--- src/rtl/core/subtractive_random_generator_unit_assert.svh ---
// Assertion macros shared by the subtractive random generator RTL.
`ifndef SUBTRACTIVE_RANDOM_GENERATOR_UNIT_ASSERT_SVH
`define SUBTRACTIVE_RANDOM_GENERATOR_UNIT_ASSERT_SVH

// The condition cons must hold in the same cycle as ante.
`define SRG_ASSERT_IMPLY(label, ante, cons, msg) \
   label: assert property (@(posedge clock) disable iff (reset) (ante) |-> (cons)) \
      else $error(msg);

// The condition cons must hold in the cycle after ante.
`define SRG_ASSERT_NEXT(label, ante, cons, msg) \
   label: assert property (@(posedge clock) disable iff (reset) (ante) |=> (cons)) \
      else $error(msg);

`endif

--- src/rtl/core/srg_pkg.sv ---
// Package of constants, types and helpers for the subtractive random generator.
`default_nettype none

package srg_pkg;

   localparam int VALUE_WIDTH  = 30;
   localparam int RANGE_WIDTH  = 20;
   localparam int SEED_WIDTH   = VALUE_WIDTH + 1;

   localparam int LAG_LEN      = 55;
   localparam int SPREAD_STEP  = 21;
   localparam int FAR_OFFSET   = 30;
   localparam int TRAIL_START  = 31;
   localparam int PTR_WRAP     = 56;
   localparam int WARM_PASSES  = 4;

   localparam int PTR_WIDTH      = $clog2(PTR_WRAP);
   localparam int LAG_ADDR_WIDTH = $clog2(LAG_LEN);
   localparam int PASS_WIDTH     = $clog2(WARM_PASSES);
   localparam int BIT_WIDTH      = $clog2(RANGE_WIDTH);
   localparam int RED_CNT_WIDTH  = $clog2(SEED_WIDTH + 1);

   localparam int REQ_TDATA_WIDTH = ((SEED_WIDTH + RANGE_WIDTH + 7) / 8) * 8;
   localparam int RSP_TDATA_WIDTH = ((VALUE_WIDTH + RANGE_WIDTH + 7) / 8) * 8;

   localparam int CSR_INDEX_WIDTH = 2;
   localparam logic [CSR_INDEX_WIDTH-1:0] CSR_MODULUS    = CSR_INDEX_WIDTH'(0);
   localparam logic [CSR_INDEX_WIDTH-1:0] CSR_SEED_CONST = CSR_INDEX_WIDTH'(1);

   localparam logic [VALUE_WIDTH-1:0] MODULUS_RESET    = VALUE_WIDTH'(1000000000);
   localparam logic [VALUE_WIDTH-1:0] SEED_CONST_RESET = VALUE_WIDTH'(161803398);
   localparam logic [VALUE_WIDTH-1:0] MODULUS_MIN      = VALUE_WIDTH'(2);

   typedef enum logic [3:0] {
      ST_IDLE,
      ST_RED_A_GO,
      ST_RED_A_WAIT,
      ST_RED_B_GO,
      ST_RED_B_WAIT,
      ST_SUB,
      ST_SPREAD,
      ST_WARM_RD,
      ST_WARM_WR,
      ST_DRAW_RD,
      ST_DRAW_LD,
      ST_SCALE_DBL,
      ST_SCALE_ADD,
      ST_FINISH
   } state_type;

   typedef enum logic {
      ALU_SUB,
      ALU_ADD
   } alu_op_type;

   typedef struct packed {
      logic [VALUE_WIDTH-1:0] value;
      logic                   wrap;
   } alu_out_type;

   typedef struct packed {
      logic                   done;
      logic [VALUE_WIDTH-1:0] value;
   } red_out_type;

   // Advances a table pointer through 1..55, wrapping back to 1.
   function automatic logic [PTR_WIDTH-1:0] ptr_inc(input logic [PTR_WIDTH-1:0] p);
      logic [PTR_WIDTH:0] s;
      s = {1'b0, p} + (PTR_WIDTH + 1)'(1);
      if (s >= (PTR_WIDTH + 1)'(PTR_WRAP)) begin
         return PTR_WIDTH'(1);
      end
      return s[PTR_WIDTH-1:0];
   endfunction

endpackage

`default_nettype wire

--- src/rtl/core/srg_lag_ram.sv ---
// Lag table memory: one write port and two registered read ports.
`default_nettype none

module srg_lag_ram
   import srg_pkg::*;
(
   input  wire logic                      clock,
   input  wire logic                      wr_en,
   input  wire logic [LAG_ADDR_WIDTH-1:0] wr_addr,
   input  wire logic [VALUE_WIDTH-1:0]    wr_data,
   input  wire logic [LAG_ADDR_WIDTH-1:0] rd_addr0,
   input  wire logic [LAG_ADDR_WIDTH-1:0] rd_addr1,
   output logic      [VALUE_WIDTH-1:0]    rd_data0,
   output logic      [VALUE_WIDTH-1:0]    rd_data1
);

   logic [VALUE_WIDTH-1:0] mem [LAG_LEN];

   always_ff @(posedge clock) begin
      if (wr_en) begin
         mem[wr_addr] <= wr_data;
      end
      rd_data0 <= mem[rd_addr0];
      rd_data1 <= mem[rd_addr1];
   end

endmodule

`default_nettype wire

--- src/rtl/core/srg_alu.sv ---
// Shared modular add and subtract unit for operands below the modulus.
`default_nettype none

module srg_alu
   import srg_pkg::*;
(
   input  wire alu_op_type             op,
   input  wire logic [VALUE_WIDTH-1:0] x,
   input  wire logic [VALUE_WIDTH-1:0] y,
   input  wire logic [VALUE_WIDTH-1:0] m,
   output alu_out_type                 result
);

   logic [VALUE_WIDTH:0] diff;
   logic [VALUE_WIDTH:0] sum;
   logic [VALUE_WIDTH:0] sum_red;
   logic                 sum_ge;

   assign diff    = {1'b0, x} - {1'b0, y};
   assign sum     = {1'b0, x} + {1'b0, y};
   assign sum_ge  = sum >= {1'b0, m};
   assign sum_red = sum - {1'b0, m};

   always_comb begin
      case (op)
         ALU_SUB: begin
            // A borrow means x < y, so the modulus is added back once.
            result.wrap  = diff[VALUE_WIDTH];
            result.value = diff[VALUE_WIDTH] ? (diff[VALUE_WIDTH-1:0] + m)
                                             : diff[VALUE_WIDTH-1:0];
         end
         ALU_ADD: begin
            result.wrap  = sum_ge;
            result.value = sum_ge ? sum_red[VALUE_WIDTH-1:0] : sum[VALUE_WIDTH-1:0];
         end
         default: begin
            result.wrap  = 1'b0;
            result.value = '0;
         end
      endcase
   end

endmodule

`default_nettype wire

--- src/rtl/core/srg_reduce.sv ---
// Bit-serial remainder unit: reduces a seed-wide value modulo the modulus.
`default_nettype none

module srg_reduce
   import srg_pkg::*;
(
   input  wire logic                   clock,
   input  wire logic                   reset,
   input  wire logic                   start,
   input  wire logic [SEED_WIDTH-1:0]  value,
   input  wire logic [VALUE_WIDTH-1:0] m,
   output red_out_type                 result
);

   logic                     busy_ff, busy_in;
   logic                     done_ff, done_in;
   logic [RED_CNT_WIDTH-1:0] cnt_ff, cnt_in;
   logic [SEED_WIDTH-1:0]    shift_ff, shift_in;
   logic [VALUE_WIDTH-1:0]   rem_ff, rem_in;
   logic [SEED_WIDTH-1:0]    trial;
   logic [SEED_WIDTH-1:0]    trial_red;
   logic                     trial_ge;

   // One restoring step: shift in the next dividend bit, subtract if it fits.
   assign trial     = {rem_ff, shift_ff[SEED_WIDTH-1]};
   assign trial_ge  = trial >= {1'b0, m};
   assign trial_red = trial - {1'b0, m};

   always_comb begin
      busy_in  = busy_ff;
      done_in  = 1'b0;
      cnt_in   = cnt_ff;
      shift_in = shift_ff;
      rem_in   = rem_ff;
      if (start) begin
         if (value < {1'b0, m}) begin
            rem_in  = value[VALUE_WIDTH-1:0];
            done_in = 1'b1;
         end else begin
            busy_in  = 1'b1;
            shift_in = value;
            rem_in   = '0;
            cnt_in   = RED_CNT_WIDTH'(SEED_WIDTH);
         end
      end else if (busy_ff) begin
         rem_in   = trial_ge ? trial_red[VALUE_WIDTH-1:0] : trial[VALUE_WIDTH-1:0];
         shift_in = {shift_ff[SEED_WIDTH-2:0], 1'b0};
         cnt_in   = cnt_ff - RED_CNT_WIDTH'(1);
         if (cnt_ff == RED_CNT_WIDTH'(1)) begin
            busy_in = 1'b0;
            done_in = 1'b1;
         end
      end
   end

   always_ff @(posedge clock) begin
      if (reset) begin
         busy_ff <= 1'b0;
         done_ff <= 1'b0;
         cnt_ff  <= '0;
      end else begin
         busy_ff <= busy_in;
         done_ff <= done_in;
         cnt_ff  <= cnt_in;
      end
   end

   always_ff @(posedge clock) begin
      shift_ff <= shift_in;
      rem_ff   <= rem_in;
   end

   assign result.done  = done_ff;
   assign result.value = rem_ff;

endmodule

`default_nettype wire

--- src/rtl/core/subtractive_random_generator_unit.sv ---
// Top level of the subtractive random generator: sequencer and datapath.
// A draw reads two table entries, reduces each one and subtracts them; the
// scaling runs one or two shared-unit steps per bit of range_n.
// A rebuild first runs the two remainder passes, then the spread and four
// warm-up sweeps of a read and a write step per table entry.
// Throughput: one item at a time; the next item is accepted while a result waits.
// Reset is synchronous: control and CSR registers reset; the table is unseeded.
`default_nettype none

`include "subtractive_random_generator_unit_assert.svh"

module subtractive_random_generator_unit
   import srg_pkg::*;
(
   input  wire logic                       clock,
   input  wire logic                       reset,

   // Request items. tdata fields from the lowest bit: seed, range_n, zero pad.
   input  wire logic                       req_tvalid,
   output logic                            req_tready,
   input  wire logic [REQ_TDATA_WIDTH-1:0] req_tdata,

   // Result items. tdata fields from the lowest bit: raw_value, scaled_value,
   // zero pad. tuser fields from the lowest bit: reinitialized.
   output logic                            rsp_tvalid,
   input  wire logic                       rsp_tready,
   output logic      [RSP_TDATA_WIDTH-1:0] rsp_tdata,
   output logic                            rsp_tuser,

   // Register writes: modulus at index 0, seed constant at index 1.
   input  wire logic                       csr_we,
   input  wire logic [CSR_INDEX_WIDTH-1:0] csr_index,
   input  wire logic [VALUE_WIDTH-1:0]     csr_wdata
);

   state_type state_ff, state_in;

   logic [VALUE_WIDTH-1:0]    modulus_ff;
   logic [VALUE_WIDTH-1:0]    seed_const_ff;
   logic [VALUE_WIDTH-1:0]    m_eff;

   logic                      seeded_ff, seeded_in;
   logic                      reinit_ff, reinit_in;
   logic                      draw_ff, draw_in;
   logic [PTR_WIDTH-1:0]      lead_ff, lead_in;
   logic [PTR_WIDTH-1:0]      trail_ff, trail_in;
   logic [RANGE_WIDTH-1:0]    range_ff, range_in;
   logic [SEED_WIDTH-1:0]     opa_ff, opa_in;
   logic [SEED_WIDTH-1:0]     opb_ff, opb_in;
   logic [VALUE_WIDTH-1:0]    x_ff, x_in;
   logic [VALUE_WIDTH-1:0]    y_ff, y_in;
   logic [VALUE_WIDTH-1:0]    raw_ff, raw_in;
   logic [RANGE_WIDTH-1:0]    quo_ff, quo_in;
   logic [BIT_WIDTH-1:0]      bit_ff, bit_in;
   logic [LAG_ADDR_WIDTH-1:0] spread_ff, spread_in;
   logic [LAG_ADDR_WIDTH-1:0] cnt_ff, cnt_in;
   logic [LAG_ADDR_WIDTH-1:0] addr_ff, addr_in;
   logic [LAG_ADDR_WIDTH-1:0] far_ff, far_in;
   logic [PASS_WIDTH-1:0]     pass_ff, pass_in;
   logic                      rsp_valid_ff, rsp_valid_in;
   logic [RSP_TDATA_WIDTH-1:0] rsp_data_ff, rsp_data_in;
   logic                      rsp_user_ff, rsp_user_in;

   logic                      req_fire;
   logic                      out_free;
   logic                      need_rebuild;
   logic [SEED_WIDTH-1:0]     req_seed;
   logic [SEED_WIDTH-1:0]     req_mag;
   logic [LAG_ADDR_WIDTH:0]   spread_sum;
   logic                      warm_last;

   // Shared unit, remainder unit and table memory connections.
   alu_op_type                alu_op;
   logic [VALUE_WIDTH-1:0]    alu_x;
   logic [VALUE_WIDTH-1:0]    alu_y;
   alu_out_type               alu_out;
   logic                      red_start;
   logic [SEED_WIDTH-1:0]     red_value;
   red_out_type               red_out;
   logic                      wr_en;
   logic [LAG_ADDR_WIDTH-1:0] wr_addr;
   logic [VALUE_WIDTH-1:0]    wr_data;
   logic [LAG_ADDR_WIDTH-1:0] rd_addr0;
   logic [LAG_ADDR_WIDTH-1:0] rd_addr1;
   logic [VALUE_WIDTH-1:0]    rd_data0;
   logic [VALUE_WIDTH-1:0]    rd_data1;

   srg_alu u_alu (
      .op     (alu_op),
      .x      (alu_x),
      .y      (alu_y),
      .m      (m_eff),
      .result (alu_out)
   );

   srg_reduce u_reduce (
      .clock  (clock),
      .reset  (reset),
      .start  (red_start),
      .value  (red_value),
      .m      (m_eff),
      .result (red_out)
   );

   srg_lag_ram u_ram (
      .clock    (clock),
      .wr_en    (wr_en),
      .wr_addr  (wr_addr),
      .wr_data  (wr_data),
      .rd_addr0 (rd_addr0),
      .rd_addr1 (rd_addr1),
      .rd_data0 (rd_data0),
      .rd_data1 (rd_data1)
   );

   // A modulus below two behaves as two.
   assign m_eff = (modulus_ff < MODULUS_MIN) ? MODULUS_MIN : modulus_ff;

   assign req_tready = (state_ff == ST_IDLE);
   assign req_fire   = req_tvalid && req_tready;
   assign out_free   = !rsp_valid_ff || rsp_tready;

   assign req_seed     = req_tdata[SEED_WIDTH-1:0];
   assign req_mag      = req_seed[SEED_WIDTH-1] ? (~req_seed + SEED_WIDTH'(1)) : req_seed;
   assign need_rebuild = req_seed[SEED_WIDTH-1] || !seeded_ff;

   // Entry numbers 21*i mod 55 are generated by repeated addition.
   assign spread_sum = {1'b0, spread_ff} + (LAG_ADDR_WIDTH + 1)'(SPREAD_STEP);
   assign warm_last  = (addr_ff == LAG_ADDR_WIDTH'(LAG_LEN - 1))
                    && (pass_ff == PASS_WIDTH'(WARM_PASSES - 1));

   // Next state.
   always_comb begin
      state_in = state_ff;
      case (state_ff)
         ST_IDLE: begin
            if (req_fire) begin
               state_in = need_rebuild ? ST_RED_A_GO : ST_DRAW_RD;
            end
         end
         ST_RED_A_GO:   state_in = ST_RED_A_WAIT;
         ST_RED_A_WAIT: if (red_out.done) state_in = ST_RED_B_GO;
         ST_RED_B_GO:   state_in = ST_RED_B_WAIT;
         ST_RED_B_WAIT: if (red_out.done) state_in = ST_SUB;
         ST_SUB:        state_in = draw_ff ? ST_SCALE_DBL : ST_SPREAD;
         ST_SPREAD: begin
            if (cnt_ff == LAG_ADDR_WIDTH'(LAG_LEN - 1)) begin
               state_in = ST_WARM_RD;
            end
         end
         ST_WARM_RD:    state_in = ST_WARM_WR;
         ST_WARM_WR:    state_in = warm_last ? ST_DRAW_RD : ST_WARM_RD;
         ST_DRAW_RD:    state_in = ST_DRAW_LD;
         ST_DRAW_LD:    state_in = ST_RED_A_GO;
         ST_SCALE_DBL: begin
            if (range_ff[bit_ff]) begin
               state_in = ST_SCALE_ADD;
            end else if (bit_ff == '0) begin
               state_in = ST_FINISH;
            end
         end
         ST_SCALE_ADD:  state_in = (bit_ff == '0) ? ST_FINISH : ST_SCALE_DBL;
         ST_FINISH:     if (out_free) state_in = ST_IDLE;
         default:       state_in = ST_IDLE;
      endcase
   end

   // Datapath controls and register updates for each state.
   always_comb begin
      seeded_in    = seeded_ff;
      reinit_in    = reinit_ff;
      draw_in      = draw_ff;
      lead_in      = lead_ff;
      trail_in     = trail_ff;
      range_in     = range_ff;
      opa_in       = opa_ff;
      opb_in       = opb_ff;
      x_in         = x_ff;
      y_in         = y_ff;
      raw_in       = raw_ff;
      quo_in       = quo_ff;
      bit_in       = bit_ff;
      spread_in    = spread_ff;
      cnt_in       = cnt_ff;
      addr_in      = addr_ff;
      far_in       = far_ff;
      pass_in      = pass_ff;
      rsp_data_in  = rsp_data_ff;
      rsp_user_in  = rsp_user_ff;
      rsp_valid_in = rsp_valid_ff;

      alu_op    = ALU_SUB;
      alu_x     = x_ff;
      alu_y     = y_ff;
      red_start = 1'b0;
      red_value = opa_ff;
      wr_en     = 1'b0;
      wr_addr   = LAG_ADDR_WIDTH'(lead_ff - PTR_WIDTH'(1));
      wr_data   = alu_out.value;
      rd_addr0  = addr_ff;
      rd_addr1  = far_ff;

      if (rsp_valid_ff && rsp_tready) begin
         rsp_valid_in = 1'b0;
      end

      case (state_ff)
         ST_IDLE: begin
            if (req_fire) begin
               range_in  = req_tdata[SEED_WIDTH +: RANGE_WIDTH];
               reinit_in = need_rebuild;
               draw_in   = 1'b0;
               opa_in    = {1'b0, seed_const_ff};
               opb_in    = req_mag;
            end
         end
         ST_RED_A_GO: begin
            red_start = 1'b1;
            red_value = opa_ff;
         end
         ST_RED_A_WAIT: begin
            if (red_out.done) begin
               x_in = red_out.value;
            end
         end
         ST_RED_B_GO: begin
            red_start = 1'b1;
            red_value = opb_ff;
         end
         ST_RED_B_WAIT: begin
            if (red_out.done) begin
               y_in = red_out.value;
            end
         end
         ST_SUB: begin
            wr_en = 1'b1;
            if (!draw_ff) begin
               // Seed value goes to entry 55; the running value starts at one.
               wr_addr   = LAG_ADDR_WIDTH'(LAG_LEN - 1);
               x_in      = alu_out.value;
               y_in      = VALUE_WIDTH'(1);
               spread_in = LAG_ADDR_WIDTH'(SPREAD_STEP);
               cnt_in    = LAG_ADDR_WIDTH'(1);
            end else begin
               raw_in = alu_out.value;
               x_in   = '0;
               quo_in = '0;
               bit_in = BIT_WIDTH'(RANGE_WIDTH - 1);
            end
         end
         ST_SPREAD: begin
            // Store the running value, then step the two-term recurrence.
            wr_en   = 1'b1;
            wr_addr = spread_ff - LAG_ADDR_WIDTH'(1);
            wr_data = y_ff;
            y_in    = alu_out.value;
            x_in    = y_ff;
            cnt_in  = cnt_ff + LAG_ADDR_WIDTH'(1);
            if (spread_sum >= (LAG_ADDR_WIDTH + 1)'(LAG_LEN)) begin
               spread_in = LAG_ADDR_WIDTH'(spread_sum - (LAG_ADDR_WIDTH + 1)'(LAG_LEN));
            end else begin
               spread_in = spread_sum[LAG_ADDR_WIDTH-1:0];
            end
            if (cnt_ff == LAG_ADDR_WIDTH'(LAG_LEN - 1)) begin
               addr_in = '0;
               far_in  = LAG_ADDR_WIDTH'(FAR_OFFSET + 1);
               pass_in = '0;
            end
         end
         ST_WARM_RD: begin
            rd_addr0 = addr_ff;
            rd_addr1 = far_ff;
         end
         ST_WARM_WR: begin
            alu_x   = rd_data0;
            alu_y   = rd_data1;
            wr_en   = 1'b1;
            wr_addr = addr_ff;
            if (addr_ff == LAG_ADDR_WIDTH'(LAG_LEN - 1)) begin
               addr_in = '0;
               pass_in = pass_ff + PASS_WIDTH'(1);
            end else begin
               addr_in = addr_ff + LAG_ADDR_WIDTH'(1);
            end
            if (far_ff == LAG_ADDR_WIDTH'(LAG_LEN - 1)) begin
               far_in = '0;
            end else begin
               far_in = far_ff + LAG_ADDR_WIDTH'(1);
            end
            if (warm_last) begin
               lead_in   = '0;
               trail_in  = PTR_WIDTH'(TRAIL_START);
               seeded_in = 1'b1;
            end
         end
         ST_DRAW_RD: begin
            lead_in  = ptr_inc(lead_ff);
            trail_in = ptr_inc(trail_ff);
            rd_addr0 = LAG_ADDR_WIDTH'(lead_in - PTR_WIDTH'(1));
            rd_addr1 = LAG_ADDR_WIDTH'(trail_in - PTR_WIDTH'(1));
         end
         ST_DRAW_LD: begin
            opa_in  = {1'b0, rd_data0};
            opb_in  = {1'b0, rd_data1};
            draw_in = 1'b1;
         end
         ST_SCALE_DBL: begin
            // Remainder doubles modulo m; a wrap is a quotient bit.
            alu_op = ALU_ADD;
            alu_x  = x_ff;
            alu_y  = x_ff;
            x_in   = alu_out.value;
            quo_in = {quo_ff[RANGE_WIDTH-2:0], 1'b0} + RANGE_WIDTH'(alu_out.wrap);
            if (!range_ff[bit_ff] && (bit_ff != '0)) begin
               bit_in = bit_ff - BIT_WIDTH'(1);
            end
         end
         ST_SCALE_ADD: begin
            alu_op = ALU_ADD;
            alu_x  = x_ff;
            alu_y  = raw_ff;
            x_in   = alu_out.value;
            quo_in = quo_ff + RANGE_WIDTH'(alu_out.wrap);
            if (bit_ff != '0) begin
               bit_in = bit_ff - BIT_WIDTH'(1);
            end
         end
         ST_FINISH: begin
            if (out_free) begin
               rsp_data_in  = RSP_TDATA_WIDTH'({quo_ff, raw_ff});
               rsp_user_in  = reinit_ff;
               rsp_valid_in = 1'b1;
            end
         end
         default: begin
         end
      endcase
   end

   // Configuration registers; unknown indexes are ignored.
   always_ff @(posedge clock) begin
      if (reset) begin
         modulus_ff    <= MODULUS_RESET;
         seed_const_ff <= SEED_CONST_RESET;
      end else if (csr_we) begin
         case (csr_index)
            CSR_MODULUS:    modulus_ff    <= csr_wdata;
            CSR_SEED_CONST: seed_const_ff <= csr_wdata;
            default: begin
            end
         endcase
      end
   end

   // Control state.
   always_ff @(posedge clock) begin
      if (reset) begin
         state_ff     <= ST_IDLE;
         seeded_ff    <= 1'b0;
         draw_ff      <= 1'b0;
         lead_ff      <= '0;
         trail_ff     <= PTR_WIDTH'(TRAIL_START);
         cnt_ff       <= '0;
         addr_ff      <= '0;
         far_ff       <= '0;
         pass_ff      <= '0;
         bit_ff       <= '0;
         spread_ff    <= '0;
         rsp_valid_ff <= 1'b0;
      end else begin
         state_ff     <= state_in;
         seeded_ff    <= seeded_in;
         draw_ff      <= draw_in;
         lead_ff      <= lead_in;
         trail_ff     <= trail_in;
         cnt_ff       <= cnt_in;
         addr_ff      <= addr_in;
         far_ff       <= far_in;
         pass_ff      <= pass_in;
         bit_ff       <= bit_in;
         spread_ff    <= spread_in;
         rsp_valid_ff <= rsp_valid_in;
      end
   end

   // Payload registers.
   always_ff @(posedge clock) begin
      reinit_ff   <= reinit_in;
      range_ff    <= range_in;
      opa_ff      <= opa_in;
      opb_ff      <= opb_in;
      x_ff        <= x_in;
      y_ff        <= y_in;
      raw_ff      <= raw_in;
      quo_ff      <= quo_in;
      rsp_data_ff <= rsp_data_in;
      rsp_user_ff <= rsp_user_in;
   end

   assign rsp_tvalid = rsp_valid_ff;
   assign rsp_tdata  = rsp_data_ff;
   assign rsp_tuser  = rsp_user_ff;

   `SRG_ASSERT_IMPLY(a_lead_range, state_ff == ST_DRAW_LD,
      lead_ff != '0 && lead_ff < PTR_WRAP, "lead pointer outside 1..55 at draw")
   `SRG_ASSERT_IMPLY(a_spread_slot, state_ff == ST_SPREAD,
      spread_ff != '0 && spread_ff < LAG_LEN, "spread entry outside 1..54")
   `SRG_ASSERT_IMPLY(a_scale_bit, state_ff == ST_SCALE_ADD,
      range_ff[bit_ff], "scaling add step taken for a clear range bit")
   `SRG_ASSERT_NEXT(a_seeded_sticky, seeded_ff, seeded_ff, "seeded flag dropped")

endmodule

`default_nettype wire

--- config.mk ---
export PLATFORM = sky130hd
export DESIGN_NAME = subtractive_random_generator_unit
export DESIGN_NICKNAME = d
export VERILOG_FILES = /design/src/rtl/core/srg_pkg.sv /design/src/rtl/core/srg_lag_ram.sv /design/src/rtl/core/srg_alu.sv /design/src/rtl/core/srg_reduce.sv /design/src/rtl/core/subtractive_random_generator_unit.sv
export VERILOG_INCLUDE_DIRS = /design/src /design/src/rtl/core
export SDC_FILE = /design/constraint.sdc
export NUM_CORES = 2
export LEC_CHECK = 0
export BUFFER_PORTS_ARGS = -buffer_cell sky130_fd_sc_hd__buf_2
export CAP_MARGIN = 5
export CORE_ASPECT_RATIO = 0.75
export CORE_MARGIN = 2
export CORE_UTILIZATION = 40
export CTS_BUF_LIST = sky130_fd_sc_hd__clkbuf_16
export DETAILED_ROUTE_END_ITERATION = 6
export PLACE_DENSITY = 0.61
export SLEW_MARGIN = 20
export SYNTH_ARGS = -nofsm -noshare
export SYNTH_HDL_FRONTEND = slang
export SYNTH_SLANG_ARGS = --single-unit
--- constraint.sdc ---
create_clock -name clock -period 9.2 [get_ports clock]
set_input_delay 1.84 -clock clock [delete_from_list [all_inputs] [get_ports clock]]
set_output_delay 1.84 -clock clock [all_outputs]
set_load 0.01 [all_outputs]
# After elaboration in Yosys (flattened, before gate mapping)
# Memories as Yosys holds them, arrays and structs flattened. A register that Yosys moved wholly into a read port is not among the register bits.
# Index checks and enable logic that the tools add are counted.
[totals]
n_memories = 1
wordCells = 233
mem_bits_rw = 1650
out_inout_bits = 59
reg_bits = 422
[mem_list]
columns = ["memory", "depth", "width", "rd", "rd_ports_with_merged_regs", "write_ports", "line_no", "rtl"]
rows = [
  ["u_ram.mem", 55, 30, 2, 2, 1, "srg_lag_ram.sv:17", "logic [VALUE_WIDTH-1:0] mem [LAG_LEN];"],
]
[classes]
magnitude_cmp = 8
n_reduce_logical = 41
n_bitwise = 2
n_addsub = 22
n_mux = 98
eq_ne = 32
[ops]
columns = ["cell", "n"]
rows = [
  ["2-to-1 mux 30 bit", 12],
  ["2-to-1 mux 31 bit", 7],
  ["case mux 31 bit (2 select lines)", 3],
  ["case mux 30 bit (3 select lines)", 2],
  ["case mux 30 bit (4 select lines)", 1],
  ["2-to-1 mux 6 bit", 18],
  ["case mux 6 bit (2 select lines)", 6],
  [">= comparator 31 x 30 -> 1 bit", 2],
  ["case mux 20 bit (3 select lines)", 1],
  ["subtractor 30 bit", 2],
  ["case mux 4 bit (14 select lines)", 1],
  ["adder 20 x 1 -> 20 bit", 2],
  ["2-to-1 mux 4 bit", 10],
  ["adder 30 x 30 -> 31 bit", 1],
  ["adder 31 x 1 -> 31 bit (second input constant)", 1],
  ["less-than comparator 31 x 30 -> 1 bit", 1],
  ["inverter 31 bit", 1],
  ["subtractor 30 x 30 -> 31 bit", 1],
  ["adder 30 bit", 1],
  ["less-than comparator 30 x 2 -> 1 bit (second input constant)", 1],
  ["2-to-1 mux 5 bit", 6],
  ["AND reduction 2 bit", 13],
  ["equality test 4 bit (second input constant)", 6],
  ["subtractor 6 x 1 -> 6 bit (second input constant)", 4],
  ["43 further kinds", 100],
]

# Depth between registers and ports, before layout
[depth]
ltp_word = 8
mapped_depth = 38

# Modules after synthesis
# Synthesis repeated with hierarchy kept, for this count alone.
[unflattened]
cells_unflattened = 7509
hier_area_um2 = 108560.4
[by_module_without_submodules]
columns = ["mod", "seq_area_each_um2", "cells_each", "area_each_um2", "n_inst"]
rows = [
  ["srg_lag_ram", 50748.7, 3900, 77783.4, 1],
  ["subtractive_random_generator_unit", 9499.1, 1960, 18086.1, 1],
  ["srg_alu", 0.0, 1054, 7041.8, 1],
  ["srg_reduce", 1971.9, 595, 5649.2, 1],
]

# Worst setup path before layout
# Ideal clock, no wire load.
[synth_path]
path_type = "register -> register"
from = "reg state_ff[3]"
to = "mem u_ram.mem[0][16], data pin"
arrival_ns = 8.592
path_slack_ns = -0.041
stages_incl_launch_ff = 30
cell_sequence = "dfxtp_1 clkbuf_1 nand2b_1 nor3_1 clkbuf_1 buf_1 a222oi_1 o21ai_0 ha_1 a211oi_1 nor3_1 or3_1 a21o_1 a21o_1 a21o_1 a41oi_1 xnor2_1 ha_1 a41o_1 a21oi_1 o31ai_1 o21ai_0 nand2_1 a221oi_2 buf_2 buf_2 nand2_1 o21ai_0 nor2_1 o31ai_1"
[synth_between]
elab_chain_len = 7
elab_cells_between_ends = 18
classes_between = "4 x add/sub; 1 x order compare; 4 x eq/ne; 7 x mux; 1 x bitwise; 1 x reduce/logical"
[synth_rtl]
columns = ["item", "line_no", "rtl"]
rows = [
  ["start: declaration", "subtractive_random_generator_unit.sv:36", "state_type state_ff, state_in;"],
  ["start signal: assignment", "subtractive_random_generator_unit.sv:371", "state_ff <= state_in;"],
  ["equality test 4 bit", "subtractive_random_generator_unit.sv:207", "case (state_ff)"],
  ["case mux 30 bit (3 select lines) / 2-to-1 mux 30 bit (equally long branches)", "subtractive_random_generator_unit.sv:207", ""],
  ["adder 30 x 30 -> 31 bit / subtractor 30 x 30 -> 31 bit (equally long branches)", "srg_alu.sv:20, srg_alu.sv:19", ""],
  ["subtractor 30 bit, or another cell as far along", "srg_alu.sv:22", "assign sum_red = sum - {1'b0, m};"],
  ["2-to-1 mux 30 bit (on tied branches)", "srg_alu.sv:34, srg_alu.sv:29", ""],
  ["case mux 31 bit (2 select lines)", "srg_alu.sv:25", "case (op)"],
  ["2-to-1 mux 30 bit *", "subtractive_random_generator_unit.sv:207", ""],
  ["named net u_ram.wr_data[16]", "srg_lag_ram.sv:10", "input wire logic [VALUE_WIDTH-1:0] wr_data,"],
  ["end: declaration", "srg_lag_ram.sv:17", ""],
]
# Mark *: on every way through the listed nets, which the timed path passes. The rest lies on a longest branch.

==> results.yml <==
layout:
  drive_gt1_frac: 0.1937
  area_growth_syn_to_layout_pct: 11.67
  fin_nets: 8369
  fin_cells: 11830
clock_tree:
  clockBufferDepth: 4
  cts_sinks: 2131
  clk_latency_ps: 890
  cts_tree: "yes"
  root_buffer: "clkbuf_16"
  cts_hold_buf: 0
  cts_setup_buffers: 0
  cts_buffers: 207
  h-tree-depth: 4
  path_clk_slew_ps: 70
synthesis:
  synth_top_cell_by_area: "edfxtp_1"
  synthCells: 8058
  ys_types: 89
  synthTopCellsByCount: "edfxtp_1 (1954), nand2_1 (1282), mux4_2 (724)"
  yosysSeqAreaShare: 0.5768
  synth_seq_cells: 2131
  synth_top_area_share: 0.5439
  synth_edf_count: 1954
  yosysMostFrequentCell: "edfxtp_1"
  async_reset_ff_frac: 0
  ys_warn_count: 0
  ys.flop_type: "edfxtp_1"
  synth_area_leaders: "edfxtp_1 (54%), mux4_2 (15%), nand2_1 (4.5%)"
  avgSynthCellArea_sq_um: 13.39
  netlist_area_sq_um: 107900
setup_path:
  crit_arrival_ps: 9380
  crit_path_end_kind: "flop"
  start_kind: "flop"
  critPathRequiredTime_ps: 9670
  path_max_fanout: 55
  path_class: "reg2reg"
detailed_routing:
  viasPerCell: 6.470
  dr.pass1.iters: 7
  drt_iter0_markers: 12150
  num_vias: 76560
  drc_errors: 2
  wl_per_cell_um: 31.92
  routed_wl_um: 377800
  final_antenna_net_count: 0
global_routing:
  grt_pass1_wl_um: 530500
  grt_pass1_vias: 71870
  antenna_found_initial: 22
  grt_overflow: 0
  grt_max_degree: 117
  grt_usage: 0.2689
placement:
  gp_congestion: 0.9732
  hpwl_um: 241000
  io_buffers: 140
  place_inst: 11450
sta:
  rsz0062_at_grt: "no"
  fmax_mhz: 112.3
  worst_slew_pin_slew_ps: 1242
  setup_violations: 0
  fin_crit_ps: 8907
  finalHoldViolations: 0
  finalMaxSlewViolations: 0
  finalHoldWorstSlack_ps: 448.6
  fin_crit_sh: 0.9682
  final.setup.tns_ps: 0
  relSlewSlack: 0.1720
  clock_skew_ps: 71.73
pwr:
  leakage_nw: 40.97
  pwr_density_cell_nw_per_um2: 434.9
  ir_drop_uv: 826.7
status:
  outcome: "finished, violations left"
  violations: "design-rule violations"
min_path:
  hold_class: "reg2reg"
floorplan:
  rows: 165
  core_area_sq_um: 268800
  die_y_um: 453.8
  io_pins: 152
  dieArea_sq_um: 273900
  die_w_um: 603.7
  start_util: 0.4013
flow_run:
  drv_cap: 0
report_power, final:
part           internal, mW  leakage [nW]  switching [mW]
combinational          7.38          18.5            17.0
sequential             18.9          19.1           0.574
clock                  4.70          3.39            3.85
layout by cell type, fill, tap and decap left out, drive strengths merged, types with 204 or more instances in the layout:
master | synthesis | layout
o21ai | 346 | 346
ha | 204 | 204
nand2 | 1282 | 1282
mux4 | 724 | 724
buf | 176 | 387
inv | 173 | 221
edfxtp | 1954 | 1954
nand3 | 329 | 329
clkbuf | 416 | 213
a21oi | 465 | 465
nor2 | 304 | 304
state kept, by name (all words and copies together), names as in the netlist, 30 cells and up:
name and flops:
u_ram.mem 1650, u_reduce.shift_ff 31, opa_ff 30, u_ram.rd_data1 30, y_ff 30, u_ram.rd_data0 30, modulus_ff 30, rsp_tdata 50
opb_ff 31, raw_ff 30, u_reduce.rem_ff 30, x_ff 30, seed_const_ff 30
layout make-up:
cell class              instances  area, sq um
well taps                    3590         4492
inverters                     176        660.6
repair buffers                387         2995
clock inverters               159         1251
multi-input cells            5164        43480
flip-flops and latches       2131        62220
clock buffers                 213         5330
fillers                     23700       148300
diodes                         14        35.03
layer usage:
layer / track usage / vias to the layer above / wire length (um)
met5: 0.004859 / - / 13
met4: 0.08364 / 2 / 12680
met3: 0.07645 / 656 / 50770
met2: 0.3709 / 5234 / 155300
met1: 0.4060 / 39230 / 159000
li1: - / 31440 / -
final timing paths:
path,endpoint,from,cells after the start,slack (ps)
worst min register to register,rsp_tuser,reinit_ff,0,450
worst min-delay path,rsp_tuser,reinit_ff,0,450
worst max-delay path,u_ram.mem[14][17],state_ff[1],24,290
worst max register to register,u_ram.mem[14][17],state_ff[1],24,290
kinds of logic (layout without fill, tap and decap cells):
family,Yosys count,after routing,share of synthesized area
compound gates,1598,1598,0.09549
flops,2131,2131,0.5768
xor+xnor,186,186,0.01523
simple gates,2256,2256,0.09058
fa+ha+maj,209,209,0.02459
buf+inv,768,935,0.02843
other cells,1,20,0.00003476
mux,909,909,0.1689
critical path, stage by stage (launching register included):
cell and delay, ps:
dfxtp_1 760, nor2_1 230, o21ai_4 680, o21ai_0 340, ha_1 330, fa_1 490, a211o_1 390, a2111oi_2 440
nor2_1 170, a221oi_1 560, ha_1 420, a21oi_1 250, o21ai_0 210, a21oi_1 330, o31ai_1 160, o21ai_0 430
nand2_1 310, a221oi_4 380, buf_12 230, buf_4 220, nor2_1 70, a21oi_1 210, mux2i_1 130, mux2_2 290
buf_4 280
repair_timing:
action | in CTS | in global routing
endpoints found under the hold margin | 0 | 0
resized for setup | 0 | 7
setup endpoints to repair | 0 | 351
through the flow:
step	utilization	setup WS [ps]	power (mW)	area [sq um]
4_1_cts	0.4479	590.1	51.98	120400
3_5_place_dp	0.4234	622.2	43.52	113800
3_3_place_gp	0.4234	708.9	42.89	113800
6_report	0.4482	292.7	52.39	120500
2_1_floorplan	-	121.1	34.06	107900
5_1_grt	0.4481	18.44	54.61	120400
Power figures use the tool's default switching activity.
